$ cat config.mk
export PLATFORM = sky130hd
export DESIGN_NAME = grid_robot_stack_machine
export DESIGN_NICKNAME = d
export VERILOG_FILES = /design/src/rtl/core/grsm_pkg.sv /design/src/rtl/core/grsm_stack.sv /design/src/rtl/core/grid_robot_stack_machine.sv
export VERILOG_INCLUDE_DIRS = /design/src /design/src/rtl/core
export SDC_FILE = /design/constraint.sdc
export NUM_CORES = 1
export LEC_CHECK = 0
export BUFFER_PORTS_ARGS = -buffer_cell sky130_fd_sc_hd__buf_2
export CAP_MARGIN = 20
export CORE_UTILIZATION = 40
export DETAILED_ROUTE_END_ITERATION = 10
export SLEW_MARGIN = 20
export SYNTH_ARGS = -nofsm -noshare
export SYNTH_HDL_FRONTEND = slang
export SYNTH_SLANG_ARGS = --single-unit
$ cat constraint.sdc
create_clock -name clock -period 10.5 [get_ports clock]
set_input_delay 1.05 -clock clock [delete_from_list [all_inputs] [get_ports clock]]
set_output_delay 1.05 -clock clock [all_outputs]
set_load 0.02 [all_outputs]
$ cat src/rtl/core/grid_robot_stack_machine_defines.svh
// Assertion macros for the grid robot stack machine.
`ifndef GRID_ROBOT_STACK_MACHINE_DEFINES_SVH
`define GRID_ROBOT_STACK_MACHINE_DEFINES_SVH

// Same-cycle implication, disabled in reset.
`define GRSM_ASSERT_NOW(label, clk, rst, ante, cons, msg) \
   label: assert property (@(posedge clk) disable iff (rst) (ante) |-> (cons)) \
      else $error(msg);

// Next-cycle implication, disabled in reset.
`define GRSM_ASSERT_NEXT(label, clk, rst, ante, cons, msg) \
   label: assert property (@(posedge clk) disable iff (rst) (ante) |=> (cons)) \
      else $error(msg);

`endif

$ cat src/rtl/core/grsm_pkg.sv
`default_nettype none

package grsm_pkg;

   // Grid geometry (fixed by the coordinate fields)
   localparam int GRID_SIZE = 8;
   localparam int COORD_W   = 3;
   localparam int MAP_DEPTH = GRID_SIZE * GRID_SIZE;
   localparam int MAP_AW    = 2 * COORD_W;

   // Defaults for the top level parameters
   localparam int DEF_PROG_DEPTH  = 256;
   localparam int DEF_STACK_DEPTH = 16;

   localparam int CMD_W    = 5;
   localparam int STATUS_W = 3;
   localparam int COUNT_W  = 16;

   typedef enum logic [CMD_W-1:0] {
      CMD_START         = 5'd0,
      CMD_MOVE          = 5'd1,
      CMD_TURN_LEFT     = 5'd2,
      CMD_FRONT_BLOCKED = 5'd3,
      CMD_NOT           = 5'd4,
      CMD_PUSH          = 5'd5,
      CMD_POP           = 5'd6,
      CMD_AND           = 5'd7,
      CMD_OR            = 5'd8,
      CMD_JZ            = 5'd9,
      CMD_JMP           = 5'd10,
      CMD_PUSHCOUNT     = 5'd11,
      CMD_POPCOUNT      = 5'd12,
      CMD_JCE           = 5'd13,
      CMD_INC           = 5'd14,
      CMD_END           = 5'd15,
      CMD_LOAD_CELL     = 5'd16
   } cmd_type;

   typedef enum logic [STATUS_W-1:0] {
      STAT_OK        = 3'd0,
      STAT_BLOCKED   = 3'd1,
      STAT_OVERFLOW  = 3'd2,
      STAT_UNDERFLOW = 3'd3,
      STAT_PC_RANGE  = 3'd4
   } status_type;

   typedef enum logic [1:0] {
      HEAD_TOP    = 2'd0,
      HEAD_LEFT   = 2'd1,
      HEAD_BOTTOM = 2'd2,
      HEAD_RIGHT  = 2'd3
   } heading_type;

   // Bit positions in a wall map entry
   localparam logic [1:0] WALL_TOP    = 2'd0;
   localparam logic [1:0] WALL_BOTTOM = 2'd1;
   localparam logic [1:0] WALL_LEFT   = 2'd2;
   localparam logic [1:0] WALL_RIGHT  = 2'd3;

   // Stack control and status between the core and a stack
   typedef struct packed {
      logic clear;
      logic push;
      logic pop;
   } stack_ctrl_type;

   typedef struct packed {
      logic empty;
      logic full;
   } stack_stat_type;

endpackage

`default_nettype wire

$ cat src/rtl/core/grsm_stack.sv
`default_nettype none

// LIFO held in a synchronous memory. The top entry is fetched ahead from
// the next depth, so it is ready for the following word.
module grsm_stack #(
   parameter int WIDTH = 1,
   parameter int DEPTH = grsm_pkg::DEF_STACK_DEPTH
) (
   input  wire logic                     clock,
   input  wire logic                     reset,
   input  wire grsm_pkg::stack_ctrl_type ctrl,
   input  wire logic [WIDTH-1:0]         push_data,
   output logic [WIDTH-1:0]              top_data,
   output grsm_pkg::stack_stat_type      stat
);

   localparam int AW = (DEPTH > 1) ? $clog2(DEPTH) : 1;
   localparam int DW = $clog2(DEPTH + 1);

   logic [WIDTH-1:0] mem_ff [DEPTH];
   logic [WIDTH-1:0] top_ff;
   logic [DW-1:0]    depth_ff, depth_in;
   logic [DW-1:0]    rd_idx;
   logic [AW-1:0]    rd_addr, wr_addr;

   // Next depth
   always_comb begin
      depth_in = depth_ff;
      if (ctrl.clear) begin
         depth_in = '0;
      end else if (ctrl.push) begin
         depth_in = depth_ff + DW'(1);
      end else if (ctrl.pop) begin
         depth_in = depth_ff - DW'(1);
      end
   end

   // Top of the next depth; empty stack reads entry 0 (unused)
   assign rd_idx  = depth_in - DW'(1);
   assign rd_addr = (depth_in == '0) ? '0 : rd_idx[AW-1:0];
   assign wr_addr = depth_ff[AW-1:0];

   // Memory port; a push forwards its word straight to the top register
   always_ff @(posedge clock) begin
      if (ctrl.push) begin
         mem_ff[wr_addr] <= push_data;
      end
      top_ff <= ctrl.push ? push_data : mem_ff[rd_addr];
   end

   always_ff @(posedge clock) begin
      if (reset) begin
         depth_ff <= '0;
      end else begin
         depth_ff <= depth_in;
      end
   end

   assign top_data   = top_ff;
   assign stat.empty = (depth_ff == '0);
   assign stat.full  = (depth_ff == DW'(DEPTH));

endmodule

`default_nettype wire

$ cat src/rtl/core/grid_robot_stack_machine.sv
// A result word is registered in the cycle after its instruction is taken.
// Throughput: 1 instruction per cycle unless a held result stalls the input;
// the wall map and both stacks prefetch from the next robot state; no bubble.
// Reset clears robot state, pc, counter and both stack depths; the wall
// map's 64 valid bits clear in the same cycle, so no clearing pass runs.
`default_nettype none
`include "grid_robot_stack_machine_defines.svh"

module grid_robot_stack_machine #(
   parameter int PROG_DEPTH  = grsm_pkg::DEF_PROG_DEPTH,
   parameter int STACK_DEPTH = grsm_pkg::DEF_STACK_DEPTH
) (
   input  wire logic                          clock,
   input  wire logic                          reset,
   // instruction channel
   input  wire logic                          req_valid,
   output logic                               req_stall,
   input  wire logic [grsm_pkg::CMD_W-1:0]    req_cmd,
   input  wire logic signed [7:0]             req_offset,
   input  wire logic [grsm_pkg::COUNT_W-1:0]  req_count,
   input  wire logic [grsm_pkg::COORD_W-1:0]  req_cell_row,
   input  wire logic [grsm_pkg::COORD_W-1:0]  req_cell_col,
   input  wire logic [3:0]                    req_cell_walls,
   // result channel
   output logic                               rsp_valid,
   input  wire logic                          rsp_stall,
   output logic [grsm_pkg::STATUS_W-1:0]      rsp_status,
   output logic [grsm_pkg::COORD_W-1:0]       rsp_robot_row,
   output logic [grsm_pkg::COORD_W-1:0]       rsp_robot_col,
   output logic [1:0]                         rsp_heading,
   output logic                               rsp_acc_bit,
   output logic [grsm_pkg::COUNT_W-1:0]       rsp_loop_count,
   output logic [7:0]                         rsp_prog_counter
);

   localparam int CW = grsm_pkg::COORD_W;
   localparam int NW = grsm_pkg::COUNT_W;
   localparam int AW = grsm_pkg::MAP_AW;
   localparam int PW = $clog2(PROG_DEPTH);
   localparam int TW = ((PW > 8) ? PW : 8) + 2;

   // Cell in front of the robot
   typedef struct packed {
      logic          at_edge;
      logic [CW-1:0] row;
      logic [CW-1:0] col;
      logic [1:0]    side;
   } front_type;

   function automatic front_type front_of(input logic [CW-1:0] row,
                                          input logic [CW-1:0] col,
                                          input logic [1:0]    hdg);
      front_type f;
      f.at_edge = 1'b0;
      f.row     = row;
      f.col     = col;
      f.side    = grsm_pkg::WALL_TOP;
      case (grsm_pkg::heading_type'(hdg))
         grsm_pkg::HEAD_TOP: begin
            f.at_edge = (row == '0);
            f.row     = row - CW'(1);
            f.side    = grsm_pkg::WALL_BOTTOM;
         end
         grsm_pkg::HEAD_LEFT: begin
            f.at_edge = (col == '0);
            f.col     = col - CW'(1);
            f.side    = grsm_pkg::WALL_RIGHT;
         end
         grsm_pkg::HEAD_BOTTOM: begin
            f.at_edge = (row == CW'(grsm_pkg::GRID_SIZE - 1));
            f.row     = row + CW'(1);
            f.side    = grsm_pkg::WALL_TOP;
         end
         default: begin
            f.at_edge = (col == CW'(grsm_pkg::GRID_SIZE - 1));
            f.col     = col + CW'(1);
            f.side    = grsm_pkg::WALL_LEFT;
         end
      endcase
      return f;
   endfunction

   // Architectural state
   logic [CW-1:0] row_ff, row_in;
   logic [CW-1:0] col_ff, col_in;
   logic [1:0]    heading_ff, heading_in;
   logic          acc_ff, acc_in;
   logic [NW-1:0] count_ff, count_in;
   logic [PW-1:0] pc_ff, pc_in;

   // Result word register
   logic                          rsp_valid_ff;
   grsm_pkg::status_type          status_ff, status_in;
   logic [CW-1:0]                 rsp_row_ff, rsp_col_ff;
   logic [1:0]                    rsp_heading_ff;
   logic                          rsp_acc_ff;
   logic [NW-1:0]                 rsp_count_ff;
   logic [7:0]                    rsp_pc_ff;

   // Wall map memory with per-entry valid bits and a prefetch register
   logic [3:0]           wall_ff [grsm_pkg::MAP_DEPTH];
   logic [grsm_pkg::MAP_DEPTH-1:0] wall_vld_ff;
   logic [3:0]           wall_rd_ff, wall_fwd_ff;
   logic                 wall_hit_ff, wall_hit_in;
   logic                 wall_vld_rd_ff;
   logic                 wall_we;
   logic [AW-1:0]        wall_wr_addr, wall_rd_addr;
   logic [3:0]           front_walls;

   front_type            cur, pf;
   logic [CW-1:0]        pf_row, pf_col;
   logic [1:0]           pf_heading;
   logic                 front_blk;

   // Stacks
   grsm_pkg::stack_ctrl_type acc_ctl, cnt_ctl;
   grsm_pkg::stack_stat_type acc_stat, cnt_stat;
   logic                     acc_top;
   logic [NW-1:0]            cnt_top;

   // Jump target
   logic [TW-1:0]        pc_wide, jump_sum, pc_out_wide;
   logic signed [TW-1:0] off_wide;
   logic                 jump_ok;
   logic                 accept;

   // Handshake: output register stalls the input only when it is held
   assign req_stall = rsp_valid_ff & rsp_stall;
   assign accept    = req_valid & ~req_stall;

   // Front cell of the current state and its walls
   assign cur         = front_of(row_ff, col_ff, heading_ff);
   assign front_walls = wall_hit_ff    ? wall_fwd_ff :
                        wall_vld_rd_ff ? wall_rd_ff  : 4'd0;
   assign front_blk   = cur.at_edge | front_walls[cur.side];

   // Relative jump with range check
   assign pc_wide  = TW'(pc_ff);
   assign off_wide = TW'(req_offset);
   assign jump_sum = pc_wide + $unsigned(off_wide);
   assign jump_ok  = ~jump_sum[TW-1] & (jump_sum < TW'(PROG_DEPTH));

   // Instruction execution
   always_comb begin
      row_in     = row_ff;
      col_in     = col_ff;
      heading_in = heading_ff;
      acc_in     = acc_ff;
      count_in   = count_ff;
      pc_in      = pc_ff;
      status_in  = grsm_pkg::STAT_OK;
      acc_ctl    = '0;
      cnt_ctl    = '0;
      wall_we    = 1'b0;
      if (accept) begin
         case (grsm_pkg::cmd_type'(req_cmd))
            grsm_pkg::CMD_START: begin
               row_in     = '0;
               col_in     = '0;
               heading_in = grsm_pkg::HEAD_TOP;
               acc_in     = 1'b0;
               count_in   = '0;
               pc_in      = '0;
               acc_ctl.clear = 1'b1;
               cnt_ctl.clear = 1'b1;
            end
            grsm_pkg::CMD_MOVE: begin
               if (front_blk) begin
                  status_in = grsm_pkg::STAT_BLOCKED;
               end else begin
                  row_in = cur.row;
                  col_in = cur.col;
               end
            end
            grsm_pkg::CMD_TURN_LEFT:     heading_in = heading_ff + 2'd1;
            grsm_pkg::CMD_FRONT_BLOCKED: acc_in = front_blk;
            grsm_pkg::CMD_NOT:           acc_in = ~acc_ff;
            grsm_pkg::CMD_PUSH: begin
               if (acc_stat.full) begin
                  status_in = grsm_pkg::STAT_OVERFLOW;
               end else begin
                  acc_ctl.push = 1'b1;
               end
            end
            grsm_pkg::CMD_POP: begin
               if (acc_stat.empty) begin
                  status_in = grsm_pkg::STAT_UNDERFLOW;
               end else begin
                  acc_ctl.pop = 1'b1;
               end
            end
            grsm_pkg::CMD_AND, grsm_pkg::CMD_OR: begin
               if (acc_stat.empty) begin
                  status_in = grsm_pkg::STAT_UNDERFLOW;
               end else if (req_cmd == grsm_pkg::CMD_AND) begin
                  acc_in = acc_ff & acc_top;
               end else begin
                  acc_in = acc_ff | acc_top;
               end
            end
            grsm_pkg::CMD_JZ, grsm_pkg::CMD_JMP, grsm_pkg::CMD_JCE: begin
               if ((req_cmd == grsm_pkg::CMD_JMP) ||
                   ((req_cmd == grsm_pkg::CMD_JZ) && !acc_ff) ||
                   ((req_cmd == grsm_pkg::CMD_JCE) && (count_ff == req_count))) begin
                  if (jump_ok) begin
                     pc_in = jump_sum[PW-1:0];
                  end else begin
                     status_in = grsm_pkg::STAT_PC_RANGE;
                  end
               end
            end
            grsm_pkg::CMD_PUSHCOUNT: begin
               if (cnt_stat.full) begin
                  status_in = grsm_pkg::STAT_OVERFLOW;
               end else begin
                  cnt_ctl.push = 1'b1;
                  count_in     = '0;
               end
            end
            grsm_pkg::CMD_POPCOUNT: begin
               if (cnt_stat.empty) begin
                  status_in = grsm_pkg::STAT_UNDERFLOW;
               end else begin
                  cnt_ctl.pop = 1'b1;
                  count_in    = cnt_top;
               end
            end
            grsm_pkg::CMD_INC: begin
               if (count_ff != '1) begin
                  count_in = count_ff + NW'(1);
               end
            end
            grsm_pkg::CMD_LOAD_CELL: wall_we = 1'b1;
            default: ;
         endcase
      end
   end

   // Prefetch address: front cell of the state after this cycle
   assign pf_row       = reset ? '0 : row_in;
   assign pf_col       = reset ? '0 : col_in;
   assign pf_heading   = reset ? grsm_pkg::HEAD_TOP : heading_in;
   assign pf           = front_of(pf_row, pf_col, pf_heading);
   assign wall_rd_addr = {pf.row, pf.col};
   assign wall_wr_addr = {req_cell_row, req_cell_col};
   assign wall_hit_in  = wall_we & (wall_wr_addr == wall_rd_addr);

   // Wall map memory port
   always_ff @(posedge clock) begin
      if (wall_we) begin
         wall_ff[wall_wr_addr] <= req_cell_walls;
      end
      wall_rd_ff  <= wall_ff[wall_rd_addr];
      wall_fwd_ff <= req_cell_walls;
   end

   // Wall map valid bits and read bypass control
   always_ff @(posedge clock) begin
      if (reset) begin
         wall_vld_ff    <= '0;
         wall_hit_ff    <= 1'b0;
         wall_vld_rd_ff <= 1'b0;
      end else begin
         if (wall_we) begin
            wall_vld_ff[wall_wr_addr] <= 1'b1;
         end
         wall_hit_ff    <= wall_hit_in;
         wall_vld_rd_ff <= wall_vld_ff[wall_rd_addr];
      end
   end

   grsm_stack #(
      .WIDTH (1),
      .DEPTH (STACK_DEPTH)
   ) u_acc_stack (
      .clock     (clock),
      .reset     (reset),
      .ctrl      (acc_ctl),
      .push_data (acc_ff),
      .top_data  (acc_top),
      .stat      (acc_stat)
   );

   grsm_stack #(
      .WIDTH (NW),
      .DEPTH (STACK_DEPTH)
   ) u_cnt_stack (
      .clock     (clock),
      .reset     (reset),
      .ctrl      (cnt_ctl),
      .push_data (count_ff),
      .top_data  (cnt_top),
      .stat      (cnt_stat)
   );

   // Machine state
   always_ff @(posedge clock) begin
      if (reset) begin
         row_ff     <= '0;
         col_ff     <= '0;
         heading_ff <= grsm_pkg::HEAD_TOP;
         acc_ff     <= 1'b0;
         count_ff   <= '0;
         pc_ff      <= '0;
      end else begin
         row_ff     <= row_in;
         col_ff     <= col_in;
         heading_ff <= heading_in;
         acc_ff     <= acc_in;
         count_ff   <= count_in;
         pc_ff      <= pc_in;
      end
   end

   // Result word register
   assign pc_out_wide = TW'(pc_in);

   always_ff @(posedge clock) begin
      if (reset) begin
         rsp_valid_ff <= 1'b0;
      end else if (accept) begin
         rsp_valid_ff <= 1'b1;
      end else if (!rsp_stall) begin
         rsp_valid_ff <= 1'b0;
      end
   end

   always_ff @(posedge clock) begin
      if (accept) begin
         status_ff      <= status_in;
         rsp_row_ff     <= row_in;
         rsp_col_ff     <= col_in;
         rsp_heading_ff <= heading_in;
         rsp_acc_ff     <= acc_in;
         rsp_count_ff   <= count_in;
         rsp_pc_ff      <= pc_out_wide[7:0];
      end
   end

   assign rsp_valid        = rsp_valid_ff;
   assign rsp_status       = status_ff;
   assign rsp_robot_row    = rsp_row_ff;
   assign rsp_robot_col    = rsp_col_ff;
   assign rsp_heading      = rsp_heading_ff;
   assign rsp_acc_bit      = rsp_acc_ff;
   assign rsp_loop_count   = rsp_count_ff;
   assign rsp_prog_counter = rsp_pc_ff;

   // Checks
   `GRSM_ASSERT_NEXT(a_accept_gives_word, clock, reset, accept, rsp_valid_ff, "accepted word gave no result")
   `GRSM_ASSERT_NOW(a_pc_in_range, clock, reset, 1'b1, (TW'(pc_ff) < TW'(PROG_DEPTH)), "pc out of range")
   `GRSM_ASSERT_NOW(a_no_push_when_full, clock, reset, (acc_ctl.push || cnt_ctl.push), !((acc_ctl.push && acc_stat.full) || (cnt_ctl.push && cnt_stat.full)), "push into a full stack")
   `GRSM_ASSERT_NEXT(a_count_saturates, clock, reset, (accept && (req_cmd == grsm_pkg::CMD_INC) && (count_ff == '1)), (count_ff == '1), "counter wrapped")

endmodule

`default_nettype wire

# Yosys cells after proc, flatten, opt, wreduce, memory -nomap -nowiden
# Memories as Yosys holds them, arrays and structs flattened. A register that Yosys moved wholly into a read port is not among the register bits.
# Index checks and enable logic that the tools add are counted.
[totals] elab_cells=182 in_bits=43 n_memories=3 ram_bits=528 output_inout_bits=38 regBits=167
[op_classes] eq_ne=27 muxes=77 magnitude_cmp=5 add_sub_neg=17 reduce_logical=20 bitwise=11
[mem_list] memory="u_cnt_stack.mem_ff" depth=16 word_bits=16 read_ports=1 rd_clocked_by_memory_dff=0 wr=1 line="grsm_stack.sv:20" text="logic [WIDTH-1:0] mem_ff [DEPTH];"
[mem_list] memory="wall_ff" depth=64 word_bits=4 read_ports=1 rd_clocked_by_memory_dff=1 wr=1 line="grid_robot_stack_machine.sv:101" text="logic [3:0] wall_ff [grsm_pkg::MAP_DEPTH];"
[mem_list] memory="u_acc_stack.mem_ff" depth=16 word_bits=1 read_ports=1 rd_clocked_by_memory_dff=0 wr=1 line="grsm_stack.sv:20"
[ops] cell="2-to-1 mux 16 bit" n=5
[ops] cell="OR 64 bit" n=1
[ops] cell="one-hot mux 16 bit (4 select lines)" n=1
[ops] cell="one-hot mux 3 bit (2 select lines)" n=6
[ops] cell="== test 5 x 4 -> 1 bit, second input constant" n=7
[ops] cell="2-to-1 mux 3 bit" n=10
[ops] cell="2-to-1 mux 5 bit" n=6
[ops] cell="2-to-1 mux 1 bit" n=27
[ops] cell="logical NOT 5 bit" n=5
[ops] cell="2-to-1 mux 8 bit" n=3
[ops] cell="== test 5 x 3 -> 1 bit, second input constant" n=4
[ops] cell="one-hot mux 3 bit (6 select lines)" n=1
[ops] cell="adder 16 x 1 -> 16 bit, second input constant" n=1
[ops] cell="== test 16 bit" n=1
[ops] cell="2-to-1 mux 4 bit" n=4
[ops] cell="!= test 16 bit, second input constant" n=1
[ops] cell="one-hot mux 8 bit (2 select lines)" n=1
[ops] cell="== test 5 bit, second input constant" n=3
[ops] cell="< comparator 6 x 7 -> 1 bit, second input constant" n=2
[ops] cell="adder 3 x 1 -> 3 bit, second input constant" n=4
[ops] cell="2-to-1 mux 2 bit" n=6
[ops] cell="subtractor 3 x 1 -> 3 bit, second input constant" n=4
[ops] cell="adder 5 x 1 -> 5 bit, second input constant" n=2
[ops] cell="adder 9 x 8 -> 10 bit" n=1
[ops] cell="30 further kinds" n=51

# Longest topological paths before layout
# Gate-level depths: netlist (run 1).
[depth] ltp_word=13 depth_mapped=22 ltp_nobuf=19

# Cells and area by module
# A second synthesis (run 1) with hierarchy kept.
[unflattened] cells_unflattened=2629 hier_area_um2=30807.0
[modules_own_cells] mod="grid_robot_stack_machine" cells_each=1600 area_per_inst_um2=17849.6 n_inst=1 seq_area_each_um2=10930.5
[modules_own_cells] mod="grsm_stack at u_cnt_stack" cells_each=880 area_per_inst_um2=11517.3 n_inst=1 seq_area_each_um2=8107.8
[modules_own_cells] mod="grsm_stack at u_acc_stack" cells_each=149 area_per_inst_um2=1440.1 n_inst=1 seq_area_each_um2=600.6

# Worst setup path after synthesis (run 1)
# No wires, ideal clock.
[synth_path] kind="input-to-reg" start="input port req_valid" end="register wall_vld_rd_ff" path_slack_ns=5.429 t_required_ns=10.378 cell_stages=18 arrival_time_ns=4.949 n_path_buf=1 setup_time_ns=0.122 cell_sequence="a21bo_2 -> inv_1 -> buf_4 -> nand4_1 -> a21oi_1 -> nand2_1 -> mux2i_1 -> nand2_1 -> fa_1 -> xnor2_1 -> o22ai_1 -> or4_4 -> o211a_4 -> nor2_4 -> mux4_2 -> mux2i_1 -> o22ai_1 -> o32a_1"
[synth_via] elab_cells_between_ends=19 cone_classes="add/sub: 4; eq/ne: 2; mux: 10; bitwise: 1; reduce/logical: 2"
[synth_lines] element="start: declaration" line="grid_robot_stack_machine.sv:16" text="input wire logic req_valid,"
[synth_lines] element="bitwise AND 1 bit *" line="grid_robot_stack_machine.sv:129" text="assign accept = req_valid & ~req_stall;"
[synth_lines] element="net accept" line="grid_robot_stack_machine.sv:125" text="logic accept;"
[synth_lines] element="2-to-1 mux 3 bit *" line="grid_robot_stack_machine.sv:155" text="if (accept) begin"
[synth_lines] element="net col_in[0]" line="grid_robot_stack_machine.sv:85" text="logic [CW-1:0] col_ff, col_in;"
[synth_lines] element="2-to-1 mux 3 bit *"
[synth_lines] element="adder 3 x 1 -> 3 bit or subtractor 3 x 1 -> 3 bit (tied branches)" line="grid_robot_stack_machine.sv:76, grid_robot_stack_machine.sv:66"
[synth_lines] element="one-hot mux 3 bit (2 select lines) *" line="grid_robot_stack_machine.sv:58" text="case (grsm_pkg::heading_type'(hdg))"
[synth_lines] element="binary-select mux 1 bit (select 6 bit) *" line="grid_robot_stack_machine.sv:268" text="wall_vld_rd_ff <= wall_vld_ff[wall_rd_addr];"
[synth_lines] element="2-to-1 mux 1 bit (implied by the code) *" line="grid_robot_stack_machine.sv:268"
[synth_lines] element="end signal: assignment" line="grid_robot_stack_machine.sv:268"
[synth_lines] element="end: declaration" line="grid_robot_stack_machine.sv:105" text="logic wall_vld_rd_ff;"
# The timed path passes the listed nets; every way through them passes the cells marked *. The select of a mux whose other input is x is not followed.
# A chain may end at the register's enable or synchronous reset.

# Worst setup path in the final report (run 1)
[layout_path] start="input port rsp_stall" end="register wall_vld_rd_ff"
[layout_via] elab_cells_between_ends=21 cone_classes="add/sub: 4; eq/ne: 2; mux: 10; bitwise: 3; reduce/logical: 2"
[layout_lines] element="start: declaration" line="grid_robot_stack_machine.sv:26" text="input wire logic rsp_stall,"
[layout_lines] element="bitwise AND 1 bit *" line="grid_robot_stack_machine.sv:128" text="assign req_stall = rsp_valid_ff & rsp_stall;"
[layout_lines] element="NOT 1 bit *" line="grid_robot_stack_machine.sv:129"
[layout_lines] element="bitwise AND 1 bit *" line="grid_robot_stack_machine.sv:129"
[layout_lines] element="2-to-1 mux 3 bit *" line="grid_robot_stack_machine.sv:155"
[layout_lines] element="net col_in[0]" line="grid_robot_stack_machine.sv:85"
[layout_lines] element="2-to-1 mux 3 bit *"
[layout_lines] element="adder 3 x 1 -> 3 bit or subtractor 3 x 1 -> 3 bit (tied branches)" line="grid_robot_stack_machine.sv:76, grid_robot_stack_machine.sv:66"
[layout_lines] element="one-hot mux 3 bit (2 select lines) *" line="grid_robot_stack_machine.sv:58"
[layout_lines] element="binary-select mux 1 bit (select 6 bit) *" line="grid_robot_stack_machine.sv:268"
[layout_lines] element="2-to-1 mux 1 bit (implied by the code) *" line="grid_robot_stack_machine.sv:268"
# Marks and branches as above.

==> flow_results.org, run 1 <==
** Timing
- F_max :: 150 MHz
- For the pin with the worst max-slew slack, the measured transition is 1.13 ns.
- Fin crit share :: a little over three fifths
- The worst pin sits at a relative slew slack of 24.1%.
- Setup slack on the critical path of the routed design comes to 3.85 ns.
- Number of slew-limit violations in the final report :: 0
- Setup repair after global routing left no endpoint under its margin.
- The number of hold-slack violations in the final timing report came to 0.
- Setup violation total in the final timing report :: 0
- Final worst clock skew :: 0.0356 ns
- The routed design could run at a clock period as short as 6.65 ns.
- The tightest hold path in the finished design has a slack of 0.464 ns.
- For the final routed database, the setup TNS stands at 0 ns.

** Clocking
- In this run, CTS created clock tree buffers numbering 74.
- CTS saw about 700 sinks.
- Once the clock tree was built, the setup fixing pass inserted 0 buffers.
- In this run, post-CTS repair resized a total of 0 instances.
- TritonCTS built the clock tree.
- Clk pin slew, worst setup/hold paths :: around 0.06 ns
- The cell sitting at the root of the clock tree is a clkbuf_16.
- Hold-fix buffer count after cts :: 0
- Count of H-tree levels built during CTS :: 3
- Counting along the longest clock path gives a buffer depth of 3.
- Clock Latency Late Sink :: about 0.64 ns

** Placed design
- At the end of routability-driven placement, the weighted congestion stood at 0.877.
- Port-buffer cells :: 80
- Placed wire-length estimate after detailed placement :: ~51000 um
- Post-place setup slack :: 3.32 ns
- Including well taps, the total number of placed cells is 3398.

** Setup path
- Following the worst setup path forward leads to its endpoint at wall_vld_rd_ff$_SDFF_PP0_.
- STA classifies the critical path startpoint as an input port.
- Cells on worst reg2reg path :: 18
- At the worst endpoint, the required time is 11.08 ns.
- The worst register-to-register path begins at heading_ff[1]$_DFF_P_.
- Crit. Startpoint :: rsp_stall
- The worst setup path is captured at a flip-flop.
- Setup slack on the worst reg-to-reg path comes out at 4.05 ns.
- Maximum fanout along the worst path :: 48
- Endpoint of the worst-slack reg-to-reg timing path :: wall_vld_rd_ff$_SDFF_PP0_
- STA puts the critical path data arrival time at slightly above 7 ns.
- Path type of the worst setup path :: input port to flip-flop

** Global routing
- Entering global routing, the biggest net connects 83 pins.
- The first global-routing pass estimated 124000 um of wire.
- Total congestion overflow :: 0
- Global routing used 21.0% of the available tracks across all layers.
- The number of global-route vias before repair was 19.8k.
- Initial antenna violation count :: 0

** Routing
- For this run, design rule violations remaining after detail routing come to 0.
- Before antenna repair, the detailed router went through 5 iterations.
- In this run the remaining antenna-violating nets after routing total 0.
- Wires add up to 81800 um.
- Vias after detailed routing :: 20.5k
- Iteration-0 DRC Markers :: about 2.1k
- In the final routed layout, each cell accounts on average for 23.1 um.
- After detailed routing, the number of vias per cell comes to 5.80.

** Logic synthesis
- Number of distinct library cells after synthesis :: slightly below 100
- Number of synthesized flops with an enable pin :: 564
- Number of standard cells after synthesis :: 2456
- In the synthesized netlist the dominant register cell turns out to be edfxtp_1.
- Mean cell area of the mapped netlist :: 12.3 um2
- Share of flip-flops with an asynchronous set or reset after synthesis :: 0%
- Synthesized netlist net count :: ~2.5k
- Synth top area share :: roughly 56%
- Cell with the most instances after synthesis :: edfxtp_1
- The synthesized netlist occupies a cell area of 0.0301 mm2.
- Share of the yosys chip area belonging to registers :: 65.1%
- The biggest area contributor in the post-synthesis netlist is edfxtp_1.
- Yosys printed 0 warnings.
- Top cells by area, synth :: edfxtp_1 (56%), dfxtp_1 (9.0%), nand2_1 (4.8%)
- Synthesized flop and latch total :: ~700
- Leading cell types by count after synthesis :: edfxtp_1 (564), nand2_1 (385), nor2_1 (195)

** Run status
- The flow ran to the end, and the final reports show no timing, DRC or antenna violations.

** Layout
- The number of antenna diodes in the final layout is 0.
- Fraction of the core area covered by cells at the end of the flow :: 45.6%
- Count of non-filler cells in the finished layout :: 3537
- Share of final-layout standard cells stronger than drive strength 1 :: 12.5%
- Area Overhead vs Synth :: 12.7%
- In the final design database the tool counted between 2k and 3k nets.

** Floorplan
- Core footprint :: 0.0744 mm2
- Die Y :: 277 um
- In this run the horizontal extent of the chip is 277 um.
- After floorplanning, the core was divided into 100 placement rows.
- The die covers 0.0765 mm2.
- For this design the top-level I/O count stands at 81.
- Initial Utilization :: 40.5%

** Job
- The tool flagged a number of max-cap violations equal to 0.

** Pwr
- Across the VDD grid, the largest voltage drop is about 0.12 mV.
- Dividing total power by cell area gives a power density of 174 mW/mm2.
- Static power due to leakage :: between 10 and 15 nW

** Min path
- The worst hold path belongs to the class flip-flop to flip-flop.
[flip-flops by register name (all words and copies together) (netlist names), 2 cells and up]
register / count
pc_ff: 8
rsp_robot_col: 3
rsp_prog_counter: 8
wall_ff: 256
count_ff: 16
u_acc_stack.mem_ff: 16
col_ff: 3
wall_vld_ff: 64
wall_rd_ff: 4
wall_fwd_ff: 4
u_acc_stack.depth_ff: 5
rsp_status: 3
rsp_heading: 2
rsp_loop_count: 16
u_cnt_stack.mem_ff: 256
u_cnt_stack.top_data: 16
heading_ff: 2
u_cnt_stack.depth_ff: 5
rsp_robot_row: 3
row_ff: 3
[power breakdown]
group | internal, mW | switching [mW] | total [mW]
logic | 0.0641 | 0.148 | 0.212
clock network | 1.59 | 1.11 | 2.70
registers | 2.99 | 0.00909 | 3.00
total | 4.64 | 1.27 | 5.90
[worst min-delay path by stage]
stage	startpoint	to	cells past startpoint
final	wall_vld_ff[43]$_SDFFE_PP0P_	wall_vld_ff[43]$_SDFFE_PP0P_	1
after global routing	wall_vld_ff[42]$_SDFFE_PP0P_	wall_vld_ff[42]$_SDFFE_PP0P_	1
after CTS	wall_vld_ff[27]$_SDFFE_PP0P_	wall_vld_ff[27]$_SDFFE_PP0P_	1
after detailed placement	wall_vld_ff[27]$_SDFFE_PP0P_	wall_vld_ff[27]$_SDFFE_PP0P_	1
after global placement	wall_vld_ff[44]$_SDFFE_PP0P_	wall_vld_ff[44]$_SDFFE_PP0P_	1
after floorplan	wall_vld_ff[44]$_SDFFE_PP0P_	wall_vld_ff[44]$_SDFFE_PP0P_	1
[cell type report]
type / count / area [um2]
multi-input cells: 1561 / 9680
flip-flops and latches: 699 / 19600
well taps: 969 / 1210
clock inverters: 46 / 531
clock buffers: 92 / 1990
inverters: 42 / 161
repair buffers: 128 / 767
fillers: 6563 / 40500
[critical path, cell delays in order]
cell and delay (ns):
buf_2 0.10, a21bo_2 0.33, inv_2 0.76, nand4_1 0.28
a21oi_1 0.28, nand2_1 0.10, mux2i_1 0.22, nand2_1 0.13
fa_1 0.49, xnor2_1 0.17, o22ai_1 0.15, or4_4 0.47
o211ai_2 0.18, nand2_1 0.75, o31ai_1 0.52, a211oi_1 0.08
a2111oi_0 0.88, o32a_1 0.25
[cells in the final DEF, fill, tap and decap left out, drive strengths merged, types with 11 or more instances in the layout]
| master | n |
|---|---|
| xnor2 | 23 |
| o21ai | 59 |
| xor2 | 14 |
| o2bb2ai | 17 |
| nand2 | 385 |
| nor2 | 197 |
| inv | 46 |
| o31ai | 11 |
| a211oi | 30 |
| dfxtp | 135 |
| ha | 26 |
| nand3b | 14 |
| o221ai | 33 |
| mux2 | 17 |
| nor4 | 13 |
| or2 | 16 |
| and4b | 16 |
| clkinv | 33 |
| clkbuf | 93 |
| nand2b | 12 |
| o21a | 70 |
| nor3 | 36 |
| and2 | 30 |
| a21oi | 48 |
| mux2i | 93 |
| nand4 | 29 |
| a31oi | 36 |
| buf | 127 |
| edfxtp | 564 |
| a32oi | 32 |
| nand3 | 141 |
[per-stage QoR]
step	total power, mW	instance area, um2
finish	5.90	34000
floorplan	3.18	30100
global placement	3.26	31400
global route	6.06	34000
CTS	5.94	34000
detailed placement	3.27	31400
[cell families (layout without fill, tap and decap cells)]
logic type	after synthesis	count (layout)	share of synthesized area [%]
buffers and inverters	196	308	2.96
DFF	699	699	65.1
xor gates and xnor gates	37	37	1.07
adders and majority gates	31	31	1.41
and+or+nand+nor	935	935	14.5
AOI/OAI and AO/OA	445	445	10.9
muxes	113	113	3.95
[layer usage]
metal / GRT usage (%) / up-vias / wire, um
li1: - / 9286 / -
met1: 29.4 / 10200 / 35800
met2: 33.1 / 912 / 37300
met3: 3.68 / 146 / 6330
met4: 7.00 / 0 / 2310
met5: 0 / - / 0
Note: power is estimated with default switching activity, not from simulation.
==> run 2: changes to the inputs <==
- ABC_AREA: unset -> 1
- clock period: 10.5 -> 6.7 ns (I/O delays scaled with it)
==> flow_results.org, run 2 <==
** Routing
- Dividing the detail-routed via count by the number of cells gives around 5.2.
- Count of nets left with antenna violations after detail routing :: 0
- For this run, design rule violations remaining after detail routing come to 0.
- Iteration-0 DRC Markers :: ~2.2k
- After detailed routing, the average wire length per cell comes to 19.1 um.
- Routed Wire Length :: 80800 um
- Summing over every cut layer, the via total after detailed routing is 22.2k.
- Iteration count of the initial detailed-routing pass :: 6

** Global routing
- Most utilized layer in the global route result :: met2
- Across every metal layer, demand over resource in global routing totals roughly a fifth.
- Entering global routing, the biggest net connects ~120 pins.
- Total congestion overflow :: 0
- Global routing consumed, on the met3 layer, under 10% of the routing resources.
- The number of global-route vias before repair was 21.1k.
- For met2 alone, demand over resource in global routing was between 30% and 40%.
- The initial antenna violation count was 4.
- Wire length of the first global-routing pass :: 124000 um
- Met1 global-route usage :: 28.4%

** Logic synthesis
- nand2_1 is the most common cell in the netlist.
- The synthesized netlist occupies a cell area of 0.0309 mm2.
- Leading cell types by count after synthesis :: nand2_1 (701), edfxtp_1 (564), nor2_1 (394)
- Number of distinct library cells after synthesis :: between 50 and 60
- Cell type with the largest total area after synthesis :: edfxtp_1
- For this run, the register share of the synthesized area comes to 63.5%.
- Share of flip-flops with an asynchronous set or reset after synthesis :: 0%
- Top cells by area, synth :: edfxtp_1 (55%), dfxtp_1 (8.7%), nand2_1 (8.5%)
- Synth top area share :: 54.8%
- Synthesis produced a netlist with a net count of around 3.2k.
- In the synthesized netlist the dominant register cell turns out to be edfxtp_1.
- In this run, synthesis produced a sequential element count of 699.
- In this run the mean area of a mapped cell was 10.0 um2.
- Yosys printed 0 warnings.
- Number of standard cells after synthesis :: 3076
- Counting flops with a built-in enable in the synthesized netlist gives 564.

** Setup path
- STA puts the critical path data required time at 7.27 ns.
- Worst R2R Setup Slack :: 1.82 ns
- Maximum fanout along the worst path :: 44
- Path type of the worst setup path :: flip-flop to flip-flop
- Cells on worst reg2reg path :: 26
- The worst setup path is launched from a flip-flop.
- STA puts the critical path data arrival time at around 5.5 ns.
- Category of the worst setup path capture point :: flip-flop
- Startpoint of the lowest-slack register-to-register path :: u_cnt_stack.depth_ff[0]$_SDFF_PP0_
- The endpoint identified for the worst register-to-register timing path is u_cnt_stack.top_data[15]$_DFF_P_.

** Placed design
- Cell area after placement :: about 0.032 mm2
- Once detailed placement completed, the half-perimeter wirelength came to 48600 um.
- Input and output buffers added on the ports amount to 80.
- Routability-driven placement finished with a final weighted congestion of 0.845.

** Floorplan
- 81 I/O pins were placed.
- Core footprint :: 0.0762 mm2
- The floorplan has between 100 and 150 rows.
- Full die area :: 0.0784 mm2
- Horizontal extent of the die :: 280 um
- The initial utilization of the core area, before any placement, comes to 40.6%.
- The floorplan step set the die height to 280 um.

** Clocking
- Count of H-tree levels built during CTS :: 3
- Post-CTS timing repair inserted 0 buffers for setup.
- Number of buffers created by CTS :: 78
- The clock reaches the later pin of the worst-skew pair after around 0.64 ns.
- In this run the clock root is driven by a clkbuf_16.
- Hold-fix buffer count after cts :: 0
- TritonCTS built the clock tree.
- TritonCTS Sinks :: 699
- Clk pin slew, worst setup/hold paths :: 0.06 ns
- In this run, post-CTS repair resized a total of 0 instances.
- CTS max path bufs :: 3

** Layout
- Commonest cells after routing, fill and taps aside :: nand2_1 (697), edfxtp_1 (564), nor2_1 (393), nand3_1 (290), inv_1 (198)
- The largest registers in the layout are u_cnt_stack.mem_ff x256, wall_ff x256, wall_vld_ff x64.
- Share of final-layout standard cells stronger than drive strength 1 :: 9.87%
- Commonest non-fill, non-tap cell in the layout :: nand2_1
- Area Overhead vs Synth :: 12.7%
- After routing the design area is ~0.035 mm2.
- The layout has 7182 filler cells.
- Net count, final :: 3212

** Pwr
- Of the total power, the share spent switching nets is 22.7%.
- In this run, the combinational gates consume 4.7% of the power.
- The worst-case IR drop observed on VDD is 0.164 mV.
- Of the total power, registers draw between 50% and 60%.
- Static power due to leakage :: 13.3 nW
- Cell-internal power :: between 7 and 8 mW
- In this run the power density over the cells is 268 mW/mm2.
- Switching Power :: ~2.1 mW
- Clock power share :: between 40% and 50%

** Run status
- Run status :: finished clean

** Job
- Max-Cap Viols :: 0

** Timing
- For the final routed database, the setup TNS stands at 0 ns.
- Of the available clock period, the critical path in the final layout requires 72.9%.
- Final worst clock skew :: around 0.042 ns
- Setup violations remaining at the end of the flow were counted as 0.
- Least-Margin Pin Slew :: 1.04 ns
- The number of hold-slack violations in the final timing report was 0.
- The worst pin sits at a relative slew slack of between 30 and 40%.
- Counting I/O delays and the setup requirement, the final critical path takes 4.88 ns.
- Unrepaired setup endpoints after global routing :: no
- Number of slew-limit violations in the final report :: 0
- F_max :: between 200 and 250 MHz

** Min path
- The worst hold path begins at rsp_stall.
- Counting instances, the worst hold path has a depth of 3.
- The path with the worst hold slack has its endpoint at rsp_valid$_SDFFE_PP0P_.
- Path class of the lowest-slack min-delay path :: input port to flip-flop
run 2: cell count changes after synthesis, moves of 103 or more:
cell	before	now
inv_1	41	199
nand2_1	385	701
nand3_1	140	290
nor2_1	195	394
o211ai_1	8	111
o21ai_0	55	161
run 2: metal layers:
layer  vias up  share of wire (%)
met2       792                 46
met1     10600                 44
met4         8                1.9
met5         -              0.068
met3       116                7.7
li1      10700                  -
run 2: power by group through the flow:
| stage | sequential, mW | combinational, mW | clock [mW] |
|---|---|---|---|
| detailed placement | 4.82 | 0.443 | 0 |
| finish | 4.73 | 0.442 | 4.16 |
| global placement | 4.82 | 0.442 | 0 |
| floorplan | 4.82 | 0.267 | 0 |
| CTS | 4.73 | 0.445 | 4.24 |
| global route | 4.73 | 0.486 | 4.41 |
run 2: how the worst max path moves through the flow:
stage / from / endpoint / cells after the start
final: u_cnt_stack.depth_ff[0]$_SDFF_PP0_ / u_cnt_stack.top_data[15]$_DFF_P_ / 26
after global routing: u_cnt_stack.depth_ff[0]$_SDFF_PP0_ / u_cnt_stack.top_data[12]$_DFF_P_ / 26
after CTS: u_cnt_stack.depth_ff[0]$_SDFF_PP0_ / u_cnt_stack.top_data[15]$_DFF_P_ / 26
after detailed placement: rsp_stall / wall_hit_ff$_SDFF_PP0_ / 20
after global placement: rsp_stall / wall_hit_ff$_SDFF_PP0_ / 20
after floorplan: rsp_stall / wall_hit_ff$_SDFF_PP0_ / 20
run 2: layout make-up:
type,count,area (um2),area share (%)
clock inverters,29,329,0.944
diodes,1,2.50,0.00718
well taps,1030,1290,3.70
flip-flops and latches,699,19600,56.3
clock buffers,116,2170,6.24
multi-input cells,2013,9770,28.0
repair buffers,133,842,2.42
inverters,213,807,2.32
run 2: logic make-up (layout without fill, tap and decap cells):
kind of cell	Yosys count	in the layout	share of synthesized area (%)
adders and majority gates	31	31	1.38
DFF	699	699	63.5
other	0	1	0
xor gates and xnor gates	30	30	0.850
AOI/OAI and AO/OA	434	434	8.22
buffers and inverters	364	491	5.10
and+or+nand+nor	1518	1518	20.9
run 2: metrics by stage:
step | util (%) | instances | setup slack [ns] | hold slack, ns | total power, mW
after global routing | 45.7 | 4233 | 1.41 | 0.361 | 9.62
after global placement | 42.4 | 4088 | 1.65 | 0.440 | 5.26
final | 45.7 | 4234 | 1.82 | 0.359 | 9.33
after floorplan | - | 3076 | 2.72 | 0.431 | 5.09
after detailed placement | 42.4 | 4088 | 1.55 | 0.447 | 5.26
after CTS | 45.7 | 4233 | 1.80 | 0.328 | 9.41
run 2: worst max-delay path: stages, from the launching register on:
cell and delay [ns]:
dfxtp_1 0.35, inv_1 0.19, ha_1 0.21, inv_1 0.14, nor3_4 0.27, nor3_4 0.06, buf_4 0.24, inv_4 0.30
nand2_1 0.09, nand2_1 0.07, nand2_1 0.07, a31oi_4 0.24, inv_2 0.06, ha_1 0.23, nand2_2 0.09, nor2_4 0.03
buf_4 0.25, nor2_4 0.79, buf_12 0.32, nand2_1 0.07, nand3_1 0.07, a21oi_1 0.09, nor2_1 0.14, nand2_1 0.13
nand2_1 0.10, nand2_1 0.05, nand2_1 0.07
